$ cat src/design/dlr_pkg.sv
`default_nettype none

package dlr_pkg;

    localparam int MAX_INPUTS_DEF  = 16;
    localparam int MAX_NEURONS_DEF = 16;
    localparam int RESULT_CAP      = 16;

    localparam int DATA_W  = 16;
    localparam int CFG_AW  = 2;
    localparam int CFG_DW  = 5;
    localparam int TDATA_W = 24;
    localparam int TUSER_W = 2;

    localparam logic [1:0] FUNC_WEIGHT = 2'd0;
    localparam logic [1:0] FUNC_BIAS   = 2'd1;
    localparam logic [1:0] FUNC_ELEM   = 2'd2;

    localparam logic [CFG_AW-1:0] REG_INPUTS  = 2'd0;
    localparam logic [CFG_AW-1:0] REG_NEURONS = 2'd1;
    localparam logic [CFG_AW-1:0] REG_RELU    = 2'd2;

    localparam logic [CFG_DW-1:0] INPUTS_RST  = 5'd2;
    localparam logic [CFG_DW-1:0] NEURONS_RST = 5'd5;
    localparam logic              RELU_RST    = 1'b1;

    // tag that travels alongside a read through the memory and MAC stages
    typedef struct packed {
        logic vld;
        logic first;
        logic last;
    } rd_tag_t;

endpackage

`default_nettype wire

$ cat src/design/dlr_mac.sv
`default_nettype none

module dlr_mac #(
    parameter int MAX_INPUTS = dlr_pkg::MAX_INPUTS_DEF
) (
    input  wire logic                                aclk,
    input  wire logic                                aresetn,
    input  wire dlr_pkg::rd_tag_t                    in_tag,
    input  wire logic signed [dlr_pkg::DATA_W-1:0]   weight_q,
    input  wire logic signed [dlr_pkg::DATA_W-1:0]   elem_q,
    input  wire logic signed [dlr_pkg::DATA_W-1:0]   bias_q,
    input  wire logic                                relu_en,
    output logic                                     done,
    output logic [dlr_pkg::DATA_W-1:0]               result
);

    localparam int PW = 2 * dlr_pkg::DATA_W;
    localparam int AW = PW + 1 + ((MAX_INPUTS > 1) ? $clog2(MAX_INPUTS) : 1);

    logic signed [PW-1:0]             prod_reg;
    logic signed [dlr_pkg::DATA_W-1:0] bias_s2_reg;
    dlr_pkg::rd_tag_t                 tag_s2_reg;
    logic signed [AW-1:0]             acc_reg;
    logic signed [AW-1:0]             acc_next;
    logic                             done_reg;

    logic signed [AW-1:0]             rounded;
    logic signed [AW-1:0]             floored;
    logic [dlr_pkg::DATA_W-1:0]       sat;

    always_ff @(posedge aclk) begin
        prod_reg    <= weight_q * elem_q;
        bias_s2_reg <= bias_q;
    end

    always_comb begin
        if (tag_s2_reg.first) begin
            acc_next = (AW'(bias_s2_reg) <<< 8) + AW'(prod_reg);
        end else begin
            acc_next = acc_reg + AW'(prod_reg);
        end
    end

    always_ff @(posedge aclk) begin
        if (tag_s2_reg.vld) begin
            acc_reg <= acc_next;
        end
    end

    always_ff @(posedge aclk) begin
        if (!aresetn) begin
            tag_s2_reg <= '0;
            done_reg   <= 1'b0;
        end else begin
            tag_s2_reg <= in_tag;
            done_reg   <= tag_s2_reg.vld && tag_s2_reg.last;
        end
    end

    // round half up, floor shift, saturate, optional clamp at zero
    assign rounded = acc_reg + AW'(128);
    assign floored = rounded >>> 8;

    always_comb begin
        if (floored > AW'(32767)) begin
            sat = 16'h7FFF;
        end else if (floored < -AW'(32768)) begin
            sat = 16'h8000;
        end else begin
            sat = floored[dlr_pkg::DATA_W-1:0];
        end
    end

    assign result = (relu_en && sat[dlr_pkg::DATA_W-1]) ? '0 : sat;
    assign done   = done_reg;

endmodule

`default_nettype wire

$ cat config.mk
export PLATFORM = sky130hd
export DESIGN_NAME = dlr_mac
export DESIGN_NICKNAME = d
export VERILOG_FILES = /design/src/design/dlr_pkg.sv /design/src/design/dlr_mac.sv
export SDC_FILE = /design/constraint.sdc
export NUM_CORES = 1
export LEC_CHECK = 0
export BUFFER_PORTS_ARGS = -buffer_cell sky130_fd_sc_hd__clkbuf_2
export CAP_MARGIN = 10
export CORE_UTILIZATION = 63
export CTS_CLUSTER_DIAMETER = 150
export DETAILED_ROUTE_END_ITERATION = 10
export GPL_ROUTABILITY_DRIVEN = 0
export GPL_TIMING_DRIVEN = 0
export PLACE_DENSITY = 0.81
export SLEW_MARGIN = 30
export SYNTH_ARGS = -nofsm -noshare
export SYNTH_HDL_FRONTEND = slang
export SYNTH_SLANG_ARGS = --single-unit
$ cat constraint.sdc
create_clock -name aclk -period 8.1 [get_ports aclk]
set_clock_uncertainty 0.1 [all_clocks]
set_input_delay 1.62 -clock aclk [delete_from_list [all_inputs] [get_ports aclk]]
set_output_delay 1.62 -clock aclk [all_outputs]
set_load 0.05 [all_outputs]
==> metrics, run 1 <==
Seq/Total Area, Yosys 13.27%; total number of vias 12,964; Max FO, Critical Path 10; deepest clock path buffer count 2; post-synthesis mux area share 0.7716%; post-CTS setup buffers 0; CP startpoint weight_q[5]; vias per cell 5.793; Mapped Area 16,220 sq um; post-synthesis compound-gate area fraction 11.82%; row count 58; Sinks on Clock Net 89; Worst-Margin Slew 0.8856 ns; nets 2,364; H-tree lvl count 3; largest family of logic cells by synthesized area adder cells; # DRC 0; Final ANT Viol Nets 0; clock tree from TritonCTS yes; post-DP HPWL 32,930 microns; Final Cycle Share 95.55%; initial antenna violation count 0; layout cells sized above 1 6.237%; total grt overflow 0; Hold Crit Start tag_s2_reg[0]$_SDFF_PN0_; largest cells by area after synthesis fa_1 33%, ha_1 11%, inv_1 8.1%, edfxtp_1 6.9%, dfxtp_1 6.4%; setup TNS 0 ns; fin util 68.66%; xor/xnor share of the synthesized area 5.131%; Clock Latency Late Sink 0.35 ns; count of pins over their slew limit 0; largest net degree at the start of global routing 27; crit start category primary input; Worst R2R Start prod_reg[8]$_DFF_P_; Post-synth EDFFs 37; Die X 162.4 microns; post-synth cell types 61; WP data arrival 7.88 ns; DR iter-0 viols 941; Synth Flop Type dfxtp_1; final setup violating endpoints 0; Hold Fails Final Rpt 0; status complete, no violations; Final min period 7.739 ns; most common cell after layout, fill and taps aside inv_1; Synthesized Nets 2,292; asr flop ratio synth 0%; num ports 71; kind of end point of the critical path register; top cell type's share of synthesized area 32.59%; Initial Util 64.39%; core area 25,180 sq um; Synth Register Bits 89; drt first pass iters 5; YS warnings 0; antenna cells 0; WS Path Type primary input to register; Resized cells post-CTS 1; Die ar. 26,390 sq um; Synth Area in Simple Gates 16.21%; Clock Tree Root clkbuf_16; Die H 162.4 microns; Reg clk slew, reported paths 0.07 ns; routed length per instance 17.17 microns; number of flip-flops under the largest register name 37; GRT Overall Usage 31.27%; first-pass GRT wire length 64,880 microns; routed wire length 38,430 microns; HP Class register to register; worst path required time 8.24 ns; RSZ-0062 raised after global routing false; synthesized instance count 1,831; most frequent cells in the layout 349 x inv_1, 263 x fa_1, 191 x nand2_1, 143 x ha_1, 137 x and2_1; Mapped Avg Cell Area 8.856 sq um; Layout area overhead 6.628%; number of global-route vias before repair 13,353; CTS Hold Bufs 0; Peak Freq 0.1292 GHz; IO buf count 70; top cell type by total area after synthesis fa_1; Inserted Clock Buffers 9; Worst slew margin 40.50%; Post-Synth Adder-Cell Area 43.63%; max cap viols 0
[cells in the mapped netlist, types with 4 or more instances]
cell	number
nor2_1	69
or3_1	4
o21a_1	8
and2_1	137
fa_1	264
o31ai_1	12
clkbuf_1	45
o211ai_1	9
a21boi_0	5
o211a_1	4
xnor2_1	61
xor2_1	34
a21oi_1	91
inv_1	349
o21bai_1	11
nor2b_1	9
nand2_1	191
a21o_1	24
edfxtp_1	37
a211oi_1	23
and4_1	7
ha_1	143
nand4_1	17
a31oi_1	6
mux2i_1	8
nand2b_1	20
nor3_1	23
and3_1	14
a211o_1	4
mux2_2	4
o21ai_0	80
nand3_1	24
dfxtp_1	52
[path summary, 6_finish.rpt]
| kind | endpoint | slack (ns) | depth (start not counted) |
|---|---|---|---|
| max | prod_reg[30]$_DFF_P_ | 0.36 | 21 |
| min | done$_SDFF_PN0_ | 0.35 | 1 |
| max reg2reg | acc_reg[35]$_DFFE_PP_ | 4.18 | 12 |
| min reg2reg | done$_SDFF_PN0_ | 0.35 | 1 |
[final cells by class]
| type | count | area (sq um) |
|---|---|---|
| sequential | 89 | 2153 |
| buffer | 37 | 158.9 |
| inverter | 349 | 1310 |
| clock inverter | 7 | 70.07 |
| clock buffer | 9 | 225.2 |
| fill | 1994 | 7891 |
| tap | 330 | 412.9 |
| multi-input combinational | 1346 | 12590 |
| timing repair buffer | 71 | 370.4 |
[worst max-delay path, cell delays in order]
cell      delay, ns
clkbuf_2       0.24
clkbuf_2       0.35
nand2_1        0.13
fa_1           0.55
inv_1          0.05
fa_1           0.46
fa_1           0.52
fa_1           0.54
fa_1           0.55
inv_1          0.05
fa_1           0.53
inv_1          0.04
ha_1           0.36
nand2_1        0.22
o31ai_2        0.39
o31ai_1        0.17
nor3_1         0.20
a21oi_1        0.15
o31ai_2        0.32
o31ai_1        0.14
o311ai_0       0.29
[layer usage]
metal / global-route usage (%) / part of all wire (%) / vias to the layer above
li1: - / - / 6019
met1: 40.81 / 42 / 6287
met2: 53.19 / 47 / 564
met3: 4.329 / 7.8 / 94
met4: 11.23 / 3.2 / 0
met5: 0 / 0 / -
[per-stage QoR]
step	instances	worst slack (ns)	area, sq um	hold slack, ns
floorplan	1831	0.6238	16220	0.3290
global placement	2231	-0.2588	16980	0.3332
detailed placement	2232	-0.3715	17000	0.3375
CTS	2248	0.04285	17300	0.3549
global route	2238	0.009466	17290	0.3654
finish	2238	0.3606	17290	0.3525
[kinds of logic after synthesis]
family / after synthesis
AOI/OAI and AO/OA: 304
muxes: 12
adders and majority gates: 407
and+or+nand+nor: 528
DFF: 89
buffers and inverters: 396
xor gates and xnor gates: 95
Power of run 1 is not shown: default switching activity piles up to over one toggle a cycle in this logic, so the estimate is an artifact.
==> run 2: changes to the inputs <==
- ABC_AREA: default -> 1
- CORE_ASPECT_RATIO: default -> 1.4
==> run 2 against run 1 <==
- synthesized cell count up 34%
- non-clock buffer count is 6 higher
- synthesized area up 9.1%
- critical path type unchanged
- highest routed layer unchanged
==> metrics, run 2 <==
status complete, no violations; initial antenna violation count 1; placed cells 2,865; Post-synth EDFFs 37; Final ANT Viol Nets 0; total grt overflow 0; Clock Latency Late Sink 0.36 ns; worst path required time 8.28 ns; Max FO, Critical Path 10; RSZ-0062 raised after global routing false; synthesized instance count 2,450; number of global-route vias before repair 16,789; # DRC 0; first-pass GRT wire length 82,250 microns; Crit-path slowest cell clkbuf_1; WP data arrival 8.05 ns; CP startpoint weight_q[7]; top post-synthesis cells by count 612 x nand2_1, 595 x inv_1, 264 x fa_1; Synthesized Nets 2,911; Mapped Area 17,700 sq um; Die H 200.3 microns; GRT Overall Usage 37.63%; row count 72; Seq/Total Area, Yosys 12.16%; most frequent cell after synthesis nand2_1; Crit path top cell by count fa_1; Final Cycle Share 97.09%; Hold Crit Start tag_s2_reg[0]$_SDFF_PN0_; core area 27,660 sq um; kind of end point of the critical path register; deepest clock path buffer count 2; top cell type by total area after synthesis fa_1; largest cells by area after synthesis fa_1 30%, nand2_1 13%, inv_1 13%, ha_1 10%, edfxtp_1 6.3%; post-DP HPWL 42,920 microns; Final min period 7.864 ns; layout cells sized above 1 4.102%; M1 WL 17,220 microns; largest net degree at the start of global routing 24; Worst-Margin Slew 0.7784 ns; crit path buf inv count 5; most frequent cells in the layout 612 x nand2_1, 595 x inv_1, 263 x fa_1, 181 x nor2_1, 143 x ha_1; Hold Fails Final Rpt 0; Die ar. 28,770 sq um; YS warnings 0; fin util 67.71%; multi-input gate area in the final layout 13,060 sq um; top cell type's share of synthesized area 29.86%; hold slack 0.3644 ns; final setup violating endpoints 0; Sinks on Clock Net 89; IO buf count 44; Fill cells 2,375; Inserted Clock Buffers 9; Layout Cells excl Fill 2,881; Mapped Avg Cell Area 7.223 sq um; count of pins over their slew limit 0; highest metal used met4; most common cell after layout, fill and taps aside nand2_1; crit-path max cell delay 0.57 ns; H-tree lvl count 3; Worst slew margin 47.56%; antenna cells 0; DR iter-0 viols 1,109; number of flip-flops under the largest register name 37; max cap viols 0; vias per cell 5.577; critical path cell sequence clkbuf_1 > clkbuf_1 > nand2_1 > fa_1 > inv_1 > fa_1 > fa_1 > fa_1 > fa_1 > inv_1 > fa_1 > inv_1 > ha_1 > a21oi_1 > o21ai_0 > a21oi_1 > nand3_1 > a21oi_1 > xnor2_1; cell family with most CP delay adder cells; Die X 143.7 microns; crit start category primary input; setup TNS 0 ns; Peak Freq 0.1272 GHz; clock tree from TritonCTS yes; nets 2,967; HP Class register to register; met3 wire length 3968 microns; num ports 71; CTS Hold Bufs 0; Synth Flop Type dfxtp_1; WS Path Type primary input to register; post-synth cell types 40; asr flop ratio synth 0%; Routed met2 length 24,840 microns; total number of vias 16,067; Clock Tree Root clkbuf_16; routed length per instance 17.71 microns; Reg clk slew, reported paths 0.07 ns; Synth Register Bits 89; Layout area overhead 5.819%; Initial Util 63.99%; drt first pass iters 5; routed wire length 51,010 microns; Sequential Area 2153 sq um; post-CTS setup buffers 0; Worst R2R Start prod_reg[0]$_DFF_P_
run 2: worst reg2reg max path, stage by stage (launching register included):
cell and delay (ns):
dfxtp_1 0.34, ha_1 0.23, inv_1 0.11, fa_1 0.40, o21ai_0 0.65, a21o_1 0.31
nand2_1 0.07, nand2_1 0.16, nand3_1 0.28, a21boi_0 0.24, o21ai_0 0.11
run 2: area by class of cell:
class                   instances  area share [%]
plain buffers                  69           1.463
clock buffers                   9           1.203
clock inverters                 7          0.3675
inverters                     595           11.93
multi-input cells            1697           69.75
flip-flops and latches         89           11.50
well taps                     370           2.472
repair buffers                 45           1.323
run 2: path summary, 6_finish.rpt:
path         slack [ns]  depth (start not counted)               endpoint
min reg2reg        0.36                          1        done$_SDFF_PN0_
max reg2reg        4.85                         10  acc_reg[28]$_DFFE_PP_
max                0.24                         19   prod_reg[27]$_DFF_P_
min                0.36                          1        done$_SDFF_PN0_
run 2: logic make-up (layout without fill, tap and decap cells):
| group | Yosys count | count (layout) | synth area share (%) |
|---|---|---|---|
| buf+inv | 664 | 725 | 14.15 |
| fa+ha+maj | 407 | 407 | 39.97 |
| compound gates | 286 | 286 | 9.029 |
| simple gates | 932 | 932 | 21.12 |
| flops | 89 | 89 | 12.16 |
| xor+xnor | 72 | 72 | 3.563 |
run 2: what timing repair did:
item                                    CTS  global route
hold endpoints to repair                  0             0
pin swaps                                 0             0
endpoints found under the setup margin    3             3
resized for setup                         2             5
gates cloned                              0             0
run 2: through the flow:
step | worst slack, ns | area, sq um
6_report | 0.2358 | 18730
5_1_grt | 0.08491 | 18730
4_1_cts | 0.1788 | 18710
3_5_place_dp | -0.6506 | 18410
3_3_place_gp | -0.5253 | 18380
2_1_floorplan | 0.7408 | 17700
run 2: layer usage:
metal  global-route usage, %  vias to the layer above
li1                        -                     7482
met1                   39.15                     7526
met2                   64.27                      774
met3                   7.483                      285
met4                   31.72                        0
met5                       0                        -
Power of run 2 is left out for the same reason.
